===== src/sv/double_ended_priority_queue_unit_assert.svh =====
// Assertion macros for the double-ended priority queue unit.
`ifndef DOUBLE_ENDED_PRIORITY_QUEUE_UNIT_ASSERT_SVH
`define DOUBLE_ENDED_PRIORITY_QUEUE_UNIT_ASSERT_SVH
`ifndef SYNTHESIS
`define DEPQ_ASSERT_IMP(label, clk, rst, a, c) \
  label: assert property (@(posedge clk) disable iff (rst) (a) |-> (c)) \
    else $error("assertion failed");
`define DEPQ_ASSERT_NEXT(label, clk, rst, a, c) \
  label: assert property (@(posedge clk) disable iff (rst) (a) |=> (c)) \
    else $error("assertion failed");
`else
`define DEPQ_ASSERT_IMP(label, clk, rst, a, c)
`define DEPQ_ASSERT_NEXT(label, clk, rst, a, c)
`endif
`endif


===== src/sv/depq_ram.sv =====
// Generic single-port-write, single-port-read RAM with registered read.
module depq_ram #(
  parameter int Width = 8,
  parameter int Depth = 16
) (
  input  logic                     clk,
  input  logic                     we,
  input  logic [$clog2(Depth)-1:0] waddr,
  input  logic [Width-1:0]         wdata,
  input  logic [$clog2(Depth)-1:0] raddr,
  output logic [Width-1:0]         rdata
);
  logic [Width-1:0] mem [Depth];
  always_ff @(posedge clk) begin
    if (we) mem[waddr] <= wdata;
    rdata <= mem[raddr];
  end
endmodule


===== config.mk =====
export PLATFORM = sky130hd
export DESIGN_NAME = depq_ram
export DESIGN_NICKNAME = d
export VERILOG_FILES = /design/src/sv/double_ended_priority_queue_unit_assert.svh /design/src/sv/depq_ram.sv
export SDC_FILE = /design/constraint.sdc
export NUM_CORES = 1
export LEC_CHECK = 0
export ABC_AREA = 1
export BUFFER_PORTS_ARGS = -buffer_cell sky130_fd_sc_hd__clkbuf_2
export CORE_MARGIN = 5
export CORE_UTILIZATION = 40
export DETAILED_ROUTE_END_ITERATION = 10
export GPL_ROUTABILITY_DRIVEN = 0
export PLACE_DENSITY = 0.63
export SLEW_MARGIN = 20
export SYNTH_ARGS = -nofsm -noshare
export SYNTH_HDL_FRONTEND = slang
export SYNTH_SLANG_ARGS = --single-unit

===== constraint.sdc =====
create_clock -name clk -period 3.5 [get_ports clk]
set_input_delay 0.525 -clock clk [delete_from_list [all_inputs] [get_ports clk]]
set_output_delay 0.525 -clock clk [all_outputs]
set_load 0.005 [all_outputs]

==> out/metrics.yaml <==
status:
  status: "finished clean"
global_routing:
  grt_pass1_wl_um: 20200
  grt.overflow.total: 0
  grtUsageTotal_pct: 16.2
  grt_pass1_vias: 3657
  antenna_found_initial: 0
  grt_max_degree: 65
worst_setup_path:
  critPathKind: "in -> reg"
  crit_path_end_kind: "flop"
  reg2reg_from: "mem[1][7]"
  worstPathRequired_ps: 3800
  arrival_ps: 1900
  reg2reg_slack_ps: 2440
  reg2reg_to: "rdata[7]"
  r2r_cells: 6
  crit_path_max_fanout: 34
  startpoint_type: "primary input"
cts:
  cts_setup_buffers: 0
  tritoncts: "done"
  root_buffer: "clkbuf_16"
  htree_levels: 4
  cts_buffers: 17
  clk_pin_slew_ps: 60
  post_cts_resized: 0
  clk-insertion-delay-late_ps: 410
  holdBufCountCts: 0
  cts.sinks: 136
  clk_path_buf_depth: 2
yosys:
  synthesis.area_um2: 5770
  synthesis.nets: 569
  synth_cell_types: 12
  synth.avg_cell_area_um2: 10.5
  yosys.area.top_type: "edfxtp_1"
  synth-seq-area-share_pct: 69.4
  ys_ff_latch: 136
  yosysWarnings: 0
  syn_inst: 551
  yosysTopAreaCellShare_pct: 66.7
  netlist_top_cells_area: "edfxtp_1 (67%), nand2_1 (11%), nand3_1 (8.4%)"
place:
  dp_slack_ps: 1490
  place_hpwl_um: 7980
  place_inst: 735
  portBuffers: 25
  placed_area_um2: 5990
floorplanning:
  core_area_um2: 14000
  die_area_um2: 16900
  ioPinCount: 26
  initial_core_util_pct: 41.2
  fp.dieW_um: 130
  die_h_um: 130
  rows: 43
detailed_routing:
  ant_nets: 0
  wl_um: 12800
  drt_first_pass_iters: 5
  post_drt_via_cell_ratio: 4.92
  drtIter0Drc: 330
  num_vias: 3773
  post-route-drc-count: 0
  detail_route.wl_per_cell_um: 16.8
timing:
  hold_ws_ps: 509
  clock.fmax_ghz: 0.625
  slew_violations: 0
  rsz0062_at_grt: "false"
  maxSlewHeadroom_pct: 45.2
  worst_slew_pin_slew_ps: 819
  setup_slack_ps: 1900
  finalSetupTns_ps: 0
  hold_viol: 0
  fin_skew_ps: 9.13
  period_minus_slack_ps: 1600
  setup_viol: 0
  fin_crit_sh_pct: 45.7
power:
  total_power_mw: 3.97
  power.switching_uw: 813
  p_comb_share_pct: 5.4
  seqPwrFrac_pct: 46.1
  peakVddDrop_v: 0.000249
  powerDensity_nw_per_um2: 599
  p_int_mw: 3.16
  power_frac_clock_pct: 48.5
  switching_share_pct: 20.5
  p_leak_nw: 2.85
layout:
  final_util_pct: 47.4
  final_cells: 767
  fin_nets: 592
  drive_above_1_share_pct: 10.4
  num_antenna_cells: 0
  stdcell_area_um2: 6630
  fill_cells: 1312
  syn2layout_area_growth_pct: 15.0
worst_hold_path:
  hold_depth: 3
  min_to: "rdata[4]"
  hp-class: "in -> reg"
  hold_start: "raddr[3]"
job:
  maxCapViolations: 0
==> logic make-up (layout without fill, tap and decap cells) <==
group	Yosys count	count (layout)	share of synthesized area [%]
simple gates	289	289	21.0
flops	136	136	69.4
buf+inv	126	162	9.52
==> routing by layer <==
metal  up-vias  GRT usage, %  routed length, um
li1       1819             -                  -
met1      1796          20.9               5420
met2       138          26.6               6280
met3        20          4.05                848
met4         0          5.68                300
met5         -             0                  0
==> Yosys cell counts (all sizes together) <==
cell type and number:
nor2 17, edfxtp 128, buf 24, nand3 97, nand3b 2, inv 102, dfxtp 8, nand2 173
==> power groups by stage <==
stage	registers [mW]	clock network, mW	logic [mW]
finish	1.83	1.93	0.213
global route	1.84	2.01	0.240
global placement	1.87	0	0.210
CTS	1.83	1.95	0.216
floorplan	1.86	0	0.128
detailed placement	1.87	0	0.215
==> worst max-delay path by stage <==
stage	from	to	slack, ps	cells past startpoint
6_report	raddr[0]	rdata[7]	1900	8
5_1_grt	raddr[0]	rdata[0]	1790	9
4_1_cts	raddr[0]	rdata[7]	1920	8
3_5_place_dp	raddr[0]	rdata[7]	1490	8
3_3_place_gp	raddr[0]	rdata[7]	1510	8
2_1_floorplan	waddr[2]	mem[10][0]	2020	2
==> sequential cells by signal, indices dropped and copies added (netlist names) <==
name   cells
mem      128
rdata      8
==> placed cells by master, fill, tap and decap left out <==
cell / Yosys / layout
clkbuf_8: 0 / 1
buf_4: 4 / 2
nand3b_1: 2 / 2
bufinv_16: 0 / 5
buf_12: 0 / 1
inv_1: 100 / 100
clkbuf_2: 0 / 25
nand2_1: 173 / 173
nand3_1: 97 / 97
clkinvlp_4: 0 / 3
dfxtp_1: 8 / 8
nor2_1: 17 / 17
clkbuf_16: 0 / 17
inv_2: 2 / 2
clkinv_2: 0 / 4
clkbuf_1: 0 / 1
edfxtp_1: 128 / 128
clkinv_4: 0 / 1
==> worst max-delay path, cell delays in order <==
cell      delay (ps)
clkbuf_2         110
inv_2            450
buf_12           270
nand2_1           70
nand3_1           70
nand3_1          120
nand3_1          190
nand2_1           70
==> layout make-up <==
type                       instances  area [um2]  area share (%)
clock buffer                      19         443            6.68
clock inverter                    13         201            3.04
inverter                         102         383            5.77
multi-input combinational        289        1210            18.3
sequential                       136        4000            60.4
tap                              180         225            3.40
timing repair buffer              28         160            2.42
Power figures use the tool's default switching activity.
